===== config.mk =====
export PLATFORM = sky130hd
export DESIGN_NAME = urh_ctrl
export DESIGN_NICKNAME = d
export VERILOG_FILES = /design/src/urh_pkg.sv /design/src/urh_ctrl.sv
export SDC_FILE = /design/constraint.sdc
export NUM_CORES = 1
export LEC_CHECK = 0
export ABC_AREA = 0
export BUFFER_PORTS_ARGS = -buffer_cell sky130_fd_sc_hd__buf_2
export CORE_UTILIZATION = 30
export CTS_BUF_LIST = sky130_fd_sc_hd__clkbuf_16
export CTS_CLUSTER_DIAMETER = 120
export CTS_CLUSTER_SIZE = 24
export DETAILED_ROUTE_END_ITERATION = 8
export PLACE_DENSITY = 0.53
export SETUP_SLACK_MARGIN = 0.2
export SLEW_MARGIN = 20
export SYNTH_ARGS = -nofsm -noshare
export SYNTH_HDL_FRONTEND = slang
export SYNTH_SLANG_ARGS = --single-unit
export TNS_END_PERCENT = 20

===== constraint.sdc =====
create_clock -name i_clk -period 7 [get_ports i_clk]
set_input_delay 0.7 -clock i_clk [delete_from_list [all_inputs] [get_ports i_clk]]
set_output_delay 0.7 -clock i_clk [all_outputs]
set_load 0.1 [all_outputs]

===== src/urh_pkg.sv =====
// ----------------------------------------------------------------------------
// urh_pkg
// Shared types and constants for the undo/redo history ring.
// ----------------------------------------------------------------------------
`default_nettype none

package urh_pkg;

    // Width of the step field and of the returned entry word
    localparam int STEP_W = 11;
    localparam int OUT_W  = 32;

    // Operation codes carried in the kind field
    typedef enum logic [1:0] {
        KIND_RECORD = 2'd0,
        KIND_UNDO   = 2'd1,
        KIND_REDO   = 2'd2,
        KIND_CLEAR  = 2'd3
    } t_urh_kind;

    // Store access request issued by the pointer control for one item
    typedef struct packed {
        logic wr;   // write the recorded entry
        logic rd;   // read an entry for undo or redo
        logic hit;  // the item returns an entry
    } t_urh_req;

endpackage

`default_nettype wire


===== src/urh_ctrl.sv =====
// ----------------------------------------------------------------------------
// urh_ctrl
// Write pointer and count bookkeeping; works out the store access for
// each accepted item.
// ----------------------------------------------------------------------------
`default_nettype none

module urh_ctrl #(
    parameter int DEPTH = 1024
) (
    input  wire logic                       i_clk,
    input  wire logic                       i_rst_n,
    input  wire logic                       i_accept,
    input  wire urh_pkg::t_urh_kind         i_kind,
    input  wire logic [urh_pkg::STEP_W-1:0] i_step,
    output urh_pkg::t_urh_req               o_req,
    output logic      [$clog2(DEPTH)-1:0]   o_addr
);

    import urh_pkg::*;

    localparam int PTR_W = $clog2(DEPTH);
    localparam int CNT_W = $clog2(DEPTH + 1);
    localparam int SUM_W = CNT_W + 1;
    localparam int CMP_W = (CNT_W > STEP_W) ? CNT_W : STEP_W;

    logic [PTR_W-1:0] r_ptr, n_ptr;
    logic [CNT_W-1:0] r_held, n_held;
    logic [CNT_W-1:0] r_undone, n_undone;

    logic [CMP_W-1:0] step_x;
    logic [CMP_W-1:0] avail_x;
    logic [CMP_W-1:0] undone_x;
    logic [CNT_W-1:0] n_undo;
    logic [CNT_W-1:0] n_redo;
    logic [CNT_W-1:0] held_trim;
    logic [PTR_W-1:0] ptr_inc;
    logic [PTR_W-1:0] ptr_undo;
    logic [PTR_W-1:0] ptr_redo;
    logic [PTR_W-1:0] addr_redo;
    logic             can_undo;
    logic             can_redo;

    // a + b modulo DEPTH, with b no larger than DEPTH
    function automatic logic [PTR_W-1:0] ring_fwd(input logic [PTR_W-1:0] a,
                                                  input logic [CNT_W-1:0] b);
        logic [SUM_W-1:0] sum;
        sum = SUM_W'(a) + SUM_W'(b);
        if (sum >= SUM_W'(DEPTH)) begin
            sum = sum - SUM_W'(DEPTH);
        end
        return PTR_W'(sum);
    endfunction

    // a - b modulo DEPTH, with b no larger than DEPTH
    function automatic logic [PTR_W-1:0] ring_back(input logic [PTR_W-1:0] a,
                                                   input logic [CNT_W-1:0] b);
        logic [SUM_W-1:0] sum;
        if (SUM_W'(a) >= SUM_W'(b)) begin
            sum = SUM_W'(a) - SUM_W'(b);
        end else begin
            sum = SUM_W'(a) + SUM_W'(DEPTH) - SUM_W'(b);
        end
        return PTR_W'(sum);
    endfunction

    // step clamping and candidate pointers
    always_comb begin
        step_x    = (i_step == '0) ? CMP_W'(1) : CMP_W'(i_step);
        avail_x   = CMP_W'(r_held - r_undone);
        undone_x  = CMP_W'(r_undone);
        can_undo  = (r_undone < r_held);
        can_redo  = (r_undone != '0);
        n_undo    = (step_x < avail_x)  ? CNT_W'(step_x) : CNT_W'(avail_x);
        n_redo    = (step_x < undone_x) ? CNT_W'(step_x) : CNT_W'(undone_x);
        held_trim = r_held - r_undone;
        ptr_inc   = ring_fwd(r_ptr, CNT_W'(1));
        ptr_undo  = ring_back(r_ptr, n_undo);
        ptr_redo  = ring_fwd(r_ptr, n_redo);
        addr_redo = ring_fwd(r_ptr, n_redo - CNT_W'(1));
    end

    // next state and store request
    always_comb begin
        n_ptr    = r_ptr;
        n_held   = r_held;
        n_undone = r_undone;
        o_req    = '0;
        o_addr   = r_ptr;
        if (i_accept) begin
            case (i_kind)
                KIND_RECORD: begin
                    o_req.wr = 1'b1;
                    n_ptr    = ptr_inc;
                    n_undone = '0;
                    n_held   = (held_trim < CNT_W'(DEPTH)) ? held_trim + CNT_W'(1)
                                                           : held_trim;
                end
                KIND_UNDO: begin
                    if (can_undo) begin
                        o_req.rd  = 1'b1;
                        o_req.hit = 1'b1;
                        o_addr    = ptr_undo;
                        n_ptr     = ptr_undo;
                        n_undone  = r_undone + n_undo;
                    end
                end
                KIND_REDO: begin
                    if (can_redo) begin
                        o_req.rd  = 1'b1;
                        o_req.hit = 1'b1;
                        o_addr    = addr_redo;
                        n_ptr     = ptr_redo;
                        n_undone  = r_undone - n_redo;
                    end
                end
                KIND_CLEAR: begin
                    n_ptr    = '0;
                    n_held   = '0;
                    n_undone = '0;
                end
                default: begin
                    n_ptr = r_ptr;
                end
            endcase
        end
    end

    // pointer and count registers
    always_ff @(posedge i_clk) begin
        if (!i_rst_n) begin
            r_ptr    <= '0;
            r_held   <= '0;
            r_undone <= '0;
        end else begin
            r_ptr    <= n_ptr;
            r_held   <= n_held;
            r_undone <= n_undone;
        end
    end

endmodule

`default_nettype wire

Word level (Yosys, flattened, before mapping) --
Cells that the tools add are included.
Storage, ports and cells: flip-flop bits (word level) 32, input port bits 16, output and inout port bits 13
Operators by class: add/sub/neg operators 14, $lt $le $gt $ge 8, eq/ne operators 5, muxes and demuxes 23, reductions and logical operators 8
Operator list (count):
- 10-bit two-way mux | 8
- 11-bit two-way mux | 6
- 10-bit one-hot mux with 4 select lines | 1
- 11-bit less-than comparator | 3
- 11-bit one-hot mux with 3 select lines | 1
- 10-bit by 1-bit subtractor with 10-bit output, second input constant | 3
- 10-bit by 11-bit adder with 12-bit output | 2
- 12-bit by 11-bit greater-or-equal comparator with 1-bit output, second input constant | 2
- 11-bit one-hot mux with 2 select lines | 1
- 11-bit subtractor | 2
- 10-bit one-hot mux with 2 select lines | 1
- 10-bit subtractor | 2
- 10-bit by 1-bit adder with 11-bit output, second input constant | 1
- 11-bit by 1-bit adder with 11-bit output, second input constant | 1
- 11-bit adder | 1
- 10-bit by 11-bit greater-or-equal comparator with 1-bit output | 1
- 11-bit greater-or-equal comparator, second input constant | 1
- 11-bit zero test | 1
- 11-bit less-than comparator, second input constant | 1
- 11-bit nonzero test | 1
- 11-bit by 1-bit subtractor with 11-bit output, second input constant | 1
- 10-bit by 1-bit adder with 10-bit output, second input constant | 1
- 2-bit equality test, second input constant | 2
- 2-bit two-way mux | 2
- 10 further kinds | 12

Longest topological paths before layout --
Gate-level depths: netlist of run 1.
depth after elaboration 11, mapped depth 34, mapped depth without buffers 32

Least setup slack after synthesis of run 1 --
No wires, ideal clock.
path kind reg2out, start reg r_held[0], end out o_addr[8], data arrival time 7.555 ns, data required time 6.300 ns, slack -1.255 ns, stages on the path, launching flop included 35, buffers on the path 2, cells stage by stage dfxtp_1 inv_1 ha_1 fa_1 nand2b_1 a21oi_2 o21ai_1 a21oi_1 xnor2_1 inv_1 ha_1 a211o_1 a21oi_1 o31ai_2 o2111ai_1 nand3_2 buf_6 buf_2 nand2_1 o21ai_0 inv_1 ha_1 inv_1 fa_1 a21o_1 a21oi_1 o21ai_0 a21oi_1 o21bai_1 a21oi_1 xnor2_1 nand2_1 a21oi_1 a21oi_1 o21ai_0
On the way: longest elaborated chain between the ends 8
Ends and longest elaborated chain:
- from (decl) | RTL line urh_ctrl.sv:28 | logic [CNT_W-1:0] r_held, n_held;
- from (signal assigned) | RTL line urh_ctrl.sv:137 | r_held <= n_held;
- 11-bit subtractor | RTL line urh_ctrl.sv:70 | avail_x = CMP_W'(r_held - r_undone);
- 11-bit less-than comparator | RTL line urh_ctrl.sv:74 | n_undo = (step_x < avail_x) ? CNT_W'(step_x) : CNT_W'(avail_x);
- 11-bit two-way mux | RTL line urh_ctrl.sv:74
- 10-bit subtractor, or another cell as far along | RTL line urh_ctrl.sv:62 | sum = SUM_W'(a) + SUM_W'(DEPTH) - SUM_W'(b);
- 10-bit two-way mux | RTL line urh_ctrl.sv:59 | if (SUM_W'(a) >= SUM_W'(b)) begin
- 10-bit two-way mux * | RTL line urh_ctrl.sv:100 | if (can_undo) begin
- 10-bit one-hot mux with 2 select lines * | RTL line urh_ctrl.sv:91 | case (i_kind)
- 10-bit two-way mux * | RTL line urh_ctrl.sv:90 | if (i_accept) begin
- to (decl) | RTL line urh_ctrl.sv:17 | output logic [$clog2(DEPTH)-1:0] o_addr
Mark *: on every way between the ends. The rest lies on a longest branch, timed or not.

Worst setup path after layout of run 1 --
Same ends and word-level chain as after synthesis.

==> impl_results.md, run 1 <==
- Status: finished clean
- CP max stage cell: fa_2
- CP Class: reg -> out
- Sequential standard cell area: 644 um^2
- Total core area: around 17000 um^2
- Worst-path clk slew: 0.06 ns
- Initial Utilization: between 30% and 40%
- Largest area contributor in the netlist: ha_1
- Tcrit/Tclk final: between 90 and 100%
- Setup TNS: 0 ns
- Worst clock skew: about 0.0077 ns
- Synth Flop Type: dfxtp_1
- HP Class: reg -> reg
- Synthesized cell area: roughly 5200 um^2
- Layout Nets: roughly 810
- Sequential-to-total area share from yosys stat: 12.3%
- Max FO, Critical Path: 5
- Hold_buf cts: 0
- Slowest stage delay, CP: approximately 0.4 ns
- Maximum clock rate: roughly 0.15 GHz
- Post-synthesis cell type count: 73
- Yosys warning count: 0
- EDFF count, synth: 0
- Slew Limit Fails: 0
- DRC violations left: 0
- Worst path required time: ~6.3 ns
- Tmin final: between 6 and 7 ns
- Worst-Margin Slew: 1.04 ns
- Avg WL per Cell: 17.0 um
- GPL Wtd Cong: 0.869
- TritonCTS buffer count: 5
- Share of cells above drive strength 1: between 15 and 20%
- Num rows: 47
- Area occupied by multi-input gates: 4370 um^2
- Placed cell areas: ~5700 um^2
- Post-synthesis instance total: between 600 and 700
- Chip height: approximately 130 um
- CP Launch Type: register
- Port bufs: 28
- Global-route wire length before repair: between 20000 and 30000 um
- Setup-failing EPs final: 0
- Clk sinks: 32
- Final Hold Viols: 0
- HPWL after detailed placement: about 13000 um
- Grt total ovfl: 0
- RSZ-0062 raised after global routing: false
- Syn_nets: 782
- Yosys top cell area share: 17.5%
- Final antenna diode count: 0
- CTS tree: yes
- Die width: between 100 and 150 um
- Hold Slack: 0.519 ns
- Vias per cell: ~5.2
- Yosys reg bits: 32
- Worst setup EP type: output pin
- Top cells by count, synth: ha_1, a21oi_1, inv_1, nand2_1, nor2_1
- Largest cells by area after synthesis: ha_1, dfxtp_1, xnor2_1, a21oi_1, mux2i_1
- Drt initial violations: 292
- Initial antenna violation count: 0
- Crit path top cell by count: a21oi_2
- Number of iterations in the first detailed-routing pass: 4
- Clock latency on the worst-skew pair: approximately 0.3 ns
- Final instance area: 6070 um^2
- Fill count: between 1500 and 2000
- Top-count cell post-synth: ha_1
- Max-cap violation count: 0
- Mapped Avg Cell Area: around 7.6 um^2
- All-Layer GR Usage: between 10% and 20%
- Die area: ~18000 um^2
- Worst slew margin: a little under a third
- Vias in the first global route: 4745
- CTS root buf: clkbuf_16
- Layout Area Growth over Synthesis: 16.3%
- Fraction of registers with async set/reset: 0%
- Wirelength, routed: 16000 um
- Vias: 4904
- Post-route ant nets: 0
- Longest Clk Path Bufs: 2
- Worst path arrival time: between 5 and 6 ns
- Total I/O pin count: 29
- Largest net degree at the start of global routing: 35
- Depth of the CTS H-tree: 2
[sequential cells by signal, summed over array words and instances, names as in the netlist]
| name | cells |
|---|---|
| r_held | 11 |
| r_ptr | 10 |
| r_undone | 11 |
[stage by stage]
stage,instances,utilization (%),setup slack (ns)
after floorplan,688,-,-0.501
after global placement,923,34.0,0.278
after detailed placement,923,34.0,0.253
after CTS,933,35.1,0.197
after global routing,940,36.1,0.184
final,940,36.1,0.524
[path summary, 6_finish.rpt]
path | cells after the start | slack, ns | startpoint | end
worst max register to register | 32 | 0.70 | r_held[0] | r_undone[10]
worst min register to register | 2 | 0.52 | r_undone[2] | r_undone[2]
worst min-delay path | 2 | 0.52 | r_undone[2] | r_undone[2]
worst max-delay path | 33 | 0.52 | r_held[0] | o_addr[8]
[critical path: cells and delay by family, from the launching register on]
kind,cells,cell delay (ns)
and+or+nand+nor,4,0.56
xor gates and xnor gates,2,0.28
adders and majority gates,5,1.40
DFF,1,0.33
buffers and inverters,5,0.44
AOI/OAI and AO/OA,17,2.51
[layout make-up]
type | instances | share of cell area, %
Clock buffer | 5 | 2.06
Clock inverter | 3 | 0.247
Inverter | 54 | 3.34
Multi-Input combinational cell | 574 | 72.0
Sequential cell | 32 | 10.6
Tap cell | 220 | 4.53
Timing Repair Buffer | 52 | 7.21
[what timing repair did]
| action | CTS | global route |
|---|---|---|
| pin swaps | 5 | 19 |
| buffers inserted | 2 | 7 |
| gates resized for setup | 10 | 31 |
| cloned | 0 | 0 |
| setup endpoints to repair | 3 | 6 |
[per-layer routing]
| metal | routed length (um) | GRT usage [%] | vias up |
|---|---|---|---|
| li1 | - | - | 2517 |
| met1 | 7650 | 23.6 | 2288 |
| met2 | 7620 | 30.7 | 86 |
| met3 | 506 | 2.57 | 13 |
| met4 | 224 | 4.99 | 0 |
| met5 | 0 | 0 | - |
[kinds of logic (layout without fill, tap and decap cells)]
group	Yosys count	count (layout)	share of synthesized area [%]
AO/OA/AOI/OAI	200	200	24.4
XOR/XNOR	60	60	10.3
adder cells (fa/ha/maj)	79	79	19.6
buffers and inverters	82	114	6.44
flip-flops	32	32	12.3
multiplexers	34	34	6.88
AND/OR/NAND/NOR	201	201	20.1
[layout by cell type, fill, tap and decap left out, types with 6 or more instances in the layout]
| cell | instances |
|---|---|
| xnor2_1 | 43 |
| ha_1 | 66 |
| nor3_1 | 13 |
| inv_1 | 53 |
| nand2b_1 | 8 |
| nand4_1 | 6 |
| o21ai_0 | 28 |
| buf_12 | 8 |
| a21oi_2 | 7 |
| nor2b_1 | 19 |
| xor2_1 | 16 |
| buf_4 | 23 |
| a21boi_0 | 10 |
| buf_2 | 21 |
| o21ai_1 | 12 |
| nand3_1 | 21 |
| a21o_1 | 16 |
| nor2_1 | 45 |
| a21oi_1 | 66 |
| mux2i_1 | 26 |
| o21bai_1 | 6 |
| dfxtp_1 | 29 |
| a22oi_1 | 10 |
| nand2_1 | 48 |
| o21ai_2 | 7 |
Power of run 1 is not shown: default switching activity piles up to over one toggle a cycle in this logic, so the estimate is an artifact.
==> run 2, diff against run 1 <==
==> constraint.sdc (replaced) <==
create_clock -name i_clk -period 7 [get_ports i_clk]
set_input_delay 0.7 -clock i_clk [delete_from_list [all_inputs] [get_ports i_clk]]
set_output_delay 0.7 -clock i_clk [all_outputs]
set_load 0.005 [all_outputs]
==> run 2 against run 1 <==
Against the previous run:
- hold slack improved by 0.0089 ns
- sequential cell count unchanged
- via count increased by 0.80%
- maximum frequency fell by 0.99%
- clock-buffer cell count stayed put
- setup slack lost 0.065 ns
- die area stayed put
- global-route usage increased by 0.21 points
- critical path type unchanged
==> impl_results.md, run 2 (synthesis results as in run 1) <==
- Port bufs: 28
- Tmin final: between 6 and 7 ns
- Worst path arrival time: between 5 and 6 ns
- R2R depth: 32
- Final instance area: slightly below 6000 um^2
- Area occupied by multi-input gates: around 4400 um^2
- CTS root buf: clkbuf_16
- Depth of the CTS H-tree: 2
- Buf+Inv Stages, Crit Path: 5
- RSZ-0062 raised after global routing: true
- Layout Area Growth over Synthesis: 13.6%
- Max-cap violation count: 0
- DRC violations left: 0
- Num rows: 47
- TritonCTS buffer count: 5
- Die area: about 18000 um^2
- GPL Wtd Cong: 0.867
- HP Class: reg -> reg
- Crit path top cell by count: a21oi_2
- Grt total ovfl: 0
- Max FO, Critical Path: 6
- Clk sinks: 32
- CP Class: reg -> out
- Tcrit/Tclk final: 93.4%
- CP Launch Point: r_held[0]
- Avg WL per Cell: approximately 17 um
- Maximum clock rate: 0.153 GHz
- Met1 Use GR: 24.9%
- Setup TNS: 0 ns
- Sequential standard cell area: 642 um^2
- Wirelength, routed: between 15000 and 20000 um
- Global-route wire length before repair: roughly 26000 um
- Vias in the first global route: roughly 4700
- Status: finished clean
- Global routing's busiest layer: met2
- Post-route ant nets: 0
- Final Hold Viols: 0
- CP Depth: 29
- Worst-Margin Slew: just over 0.9 ns
- Placed cell areas: 5620 um^2
- Chip height: roughly 130 um
- Slowest stage delay, CP: approximately 0.40 ns
- Largest net degree at the start of global routing: 35
- Setup-failing EPs final: 0
- Biggest registers after layout: r_held x11, r_undone x11, r_ptr x10
- Worst clock skew: approximately 0.011 ns
- Vias per cell: approximately 5.3
- CP Launch Type: register
- Final Non-Filler Cells: 934
- R2R Path Start: r_held[0]
- Worst setup EP type: output pin
- Worst slew margin: a little under two fifths
- Met2 track demand over resource: 29.6%
- Die width: about 130 um
- Vias: a little under 5000
- Initial Utilization: a little under a third
- HPWL after detailed placement: between 10000 and 15000 um
- Flop2flop setup slack: between 0.7 and 0.8 ns
- Delay-heaviest family, CP: compound AO/OA/AOI/OAI gates
- Total I/O pin count: 29
- All-Layer GR Usage: between 10% and 20%
- Clock latency on the worst-skew pair: 0.29 ns
- Initial antenna violation count: 0
- Layout Nets: 810
- Placed cells: 923
- Fill count: about 1800
- Most common cell after layout, fill and taps aside: ha_1
- Worst r2r dst: r_undone[10]
- CTS tree: yes
- Total core area: ~17000 um^2
- Critical Path End: o_addr[9]
- CP max stage cell: fa_2
- Worst path required time: ~6.3 ns
- Longest Clk Path Bufs: 2
- Number of iterations in the first detailed-routing pass: 5
- Met3 usage: 2.76%
- Most frequent cells in the layout: ha_1, a21oi_1, inv_1
- Worst-path clk slew: approximately 0.060 ns
- Final antenna diode count: 0
- Share of cells above drive strength 1: 14.8%
- Drt initial violations: approximately 270
- Slew Limit Fails: 0
[run 2: cell types whose count changed in the layout (fill, tap and decap cells not counted), moves of 4 or more]
cell / previous run / this run
buf_12: 8 / 0
buf_2: 21 / 28
ha_1: 66 / 71
o21ai_0: 28 / 33
o21ai_2: 7 / 3
[run 2: metal layers]
layer,routed length (um),share of wire [%]
met1,7630,48
met2,7390,47
met3,536,3.4
met4,282,1.8
met5,0,0
[run 2: how the worst min path moves through the flow]
stage	slack, ns	endpoint	cells past startpoint	startpoint
floorplan	0.48	r_undone[6]	2	r_undone[6]
global placement	0.52	r_undone[5]	2	r_undone[5]
detailed placement	0.52	r_undone[5]	2	r_undone[5]
CTS	0.53	r_undone[5]	2	r_undone[5]
global route	0.55	r_undone[5]	2	r_undone[5]
finish	0.53	r_undone[3]	2	r_undone[3]
[run 2: repair_timing]
item                                    in CTS  in global routing
hold buffers                                 0                  0
resized for setup                            1                 36
endpoints found under the setup margin       2                  7
pin swaps                                    3                 14
hold endpoints to repair                     0                  0
setup buffers                                3                  3
[run 2: final cells by class]
cell class	instances	share of cell area, %
multi-input combinational	574	73.9
inverter	54	3.42
timing repair buffer	49	5.15
tap	220	4.64
sequential	32	10.8
clock buffer	5	2.11
[run 2: worst min-delay path: stages, from the launching register on]
cell	delay [ns]
dfxtp_2	0.35
nand2_1	0.06
a21boi_0	0.07
[run 2: through the flow]
| stage | hold WS (ns) | setup slack (ns) | util (%) |
|---|---|---|---|
| 2_1_floorplan | 0.482 | 0.660 | - |
| 3_3_place_gp | 0.517 | 0.409 | 33.4 |
| 3_5_place_dp | 0.523 | 0.327 | 33.4 |
| 4_1_cts | 0.532 | 0.146 | 34.3 |
| 5_1_grt | 0.552 | 0.154 | 35.3 |
| 6_report | 0.528 | 0.460 | 35.3 |
Power of run 2 is left out for the same reason.
==> run 3, diff against run 2 <==
==> constraint.sdc (replaced) <==
create_clock -name i_clk -period 7 [get_ports i_clk]
set_input_delay 0 -clock i_clk [delete_from_list [all_inputs] [get_ports i_clk]]
set_output_delay 0 -clock i_clk [all_outputs]
set_load 0.005 [all_outputs]
==> run 3 against run 2 <==
Against the previous run:
- clock skew shrank 0.0038 ns
- sequential share of layout area grew 0.28 points
- global-route usage grew 0.095 points
- maximum frequency grew 0.95%
- hold slack lost 0.26 ns
- setup slack gained 0.061 ns
- critical path type is now reg -> reg
- clock-buffer cell count is the same
==> impl_results.md, run 3 (synthesis results as in run 1) <==
- Status: finished clean
- Max-cap violation count: 0
- HPWL after detailed placement: 12700 um
- Depth of the CTS H-tree: 2
- Hold Slack: 0.263 ns
- Vias per cell: ~5.2
- CTS root buf: clkbuf_16
- Number of iterations in the first detailed-routing pass: 5
- HP Class: in -> reg
- Met3 WL post-DR: about 490 um
- Worst setup EP type: register
- TritonCTS buffer count: 5
- Hold Crit Depth: 3
- Worst path arrival time: between 6 and 7 ns
- Hold Startpoint: i_rst_n
- CP Class: reg -> reg
- # resized after CTS: 0
- Grt total ovfl: 0
- Clock latency on the worst-skew pair: roughly 0.3 ns
- Port bufs: 28
- Flop2flop setup slack: approximately 0.52 ns
- Max FO, Critical Path: 7
- Slowest stage delay, CP: around 0.44 ns
- All-Layer GR Usage: between 10% and 20%
- Worst Hold End: r_ptr[0]
- Total core area: roughly 17000 um^2
- Setup TNS: 0 ns
- Vias in the first global route: roughly 4700
- Total I/O pin count: 29
- Initial Utilization: 31.1%
- Worst-path clk slew: about 0.06 ns
- Worst path required time: approximately 7.2 ns
- Wirelength, routed: between 15000 and 20000 um
- Maximum clock rate: 0.154 GHz
- Most common cell after layout, fill and taps aside: ha_1
- Num rows: 47
- Largest net degree at the start of global routing: 35
- Fill count: about 1800
- CP max stage cell: fa_2
- Buf+Inv Stages, Crit Path: 1
- RSZ-0062 raised after global routing: true
- GPL Wtd Cong: ~0.85
- Met2 routed wirelength: 7480 um
- DRC violations left: 0
- Die area: roughly 18000 um^2
- Slew Limit Fails: 0
- Clk sinks: 32
- Chip height: 134 um
- Final antenna diode count: 0
- Worst-Margin Slew: 1.04 ns
- Avg WL per Cell: between 15 and 20 um
- R2R Path Start: r_undone[0]
- Post-CTS setup buffers: 0
- Wl on met1: approximately 7700 um
- Initial antenna violation count: 0
- Die width: between 100 and 150 um
- CP Launch Type: register
- Pre-CTS WS: about 0.36 ns
- Hold_buf cts: 0
- Worst slew margin: 30.4%
- Final Hold Viols: 0
- Worst clock skew: 0.00694 ns
- DR top layer: met4
- Layout Area Growth over Synthesis: 10.5%
- Setup-failing EPs final: 0
- Layout Nets: about 800
- Tmin final: around 6.5 ns
- Delay-heaviest family, CP: compound AO/OA/AOI/OAI gates
- Biggest registers after layout: r_held x11, r_undone x11, r_ptr x10
- Tcrit/Tclk final: 92.6%
- Longest Clk Path Bufs: 2
- Most frequent cells in the layout: ha_1, a21oi_1, inv_1
- Share of cells above drive strength 1: a little under an eighth
- Worst r2r dst: r_undone[10]
- Worst setup margin: 0.521 ns
- Vias: between 4000 and 5000
- CTS tree: yes
- Post-route ant nets: 0
- Crit path top cell by count: a21oi_1
- R2R depth: 30
- Drt initial violations: between 200 and 300
- Global-route wire length before repair: about 26000 um
-- run 3: cell type report --
type | instances | area, um^2 | area share (%)
Sequential cell | 32 | 641 | 11.1
Inverter | 54 | 203 | 3.51
Timing Repair Buffer | 38 | 215 | 3.73
Multi-Input combinational cell | 574 | 4300 | 74.6
Clock inverter | 2 | 7.51 | 0.130
Clock buffer | 5 | 125 | 2.17
Tap cell | 220 | 275 | 4.77
-- run 3: per-layer routing --
layer | global-route usage, % | vias to the layer above
met4 | 4.67 | 0
met2 | 30.3 | 77
met1 | 24.9 | 2271
li1 | - | 2494
met3 | 2.49 | 13
met5 | 0 | -
-- run 3: worst min-delay path, stage by stage --
cell,delay (ns)
buf_2,0.30
o21ai_0,0.16
a21oi_1,0.05
-- run 3: how the worst max path moves through the flow --
stage	from	end	slack (ns)	cells past startpoint
floorplan	r_held[0]	r_undone[10]	0.66	33
global route	r_undone[0]	r_undone[10]	0.13	31
finish	r_undone[0]	r_undone[10]	0.52	30
detailed placement	r_undone[1]	r_undone[10]	0.36	30
global placement	r_undone[0]	r_undone[10]	0.61	30
CTS	r_undone[1]	r_undone[10]	0.31	30
-- run 3: metrics by stage --
| stage | cells | utilization [%] | area [um^2] |
|---|---|---|---|
| floorplan | 688 | - | 5220 |
| global placement | 918 | 33.2 | 5580 |
| detailed placement | 918 | 33.2 | 5580 |
| CTS | 925 | 34.0 | 5710 |
| global route | 925 | 34.3 | 5770 |
| finish | 925 | 34.3 | 5770 |
Power of run 3 is left out for the same reason.
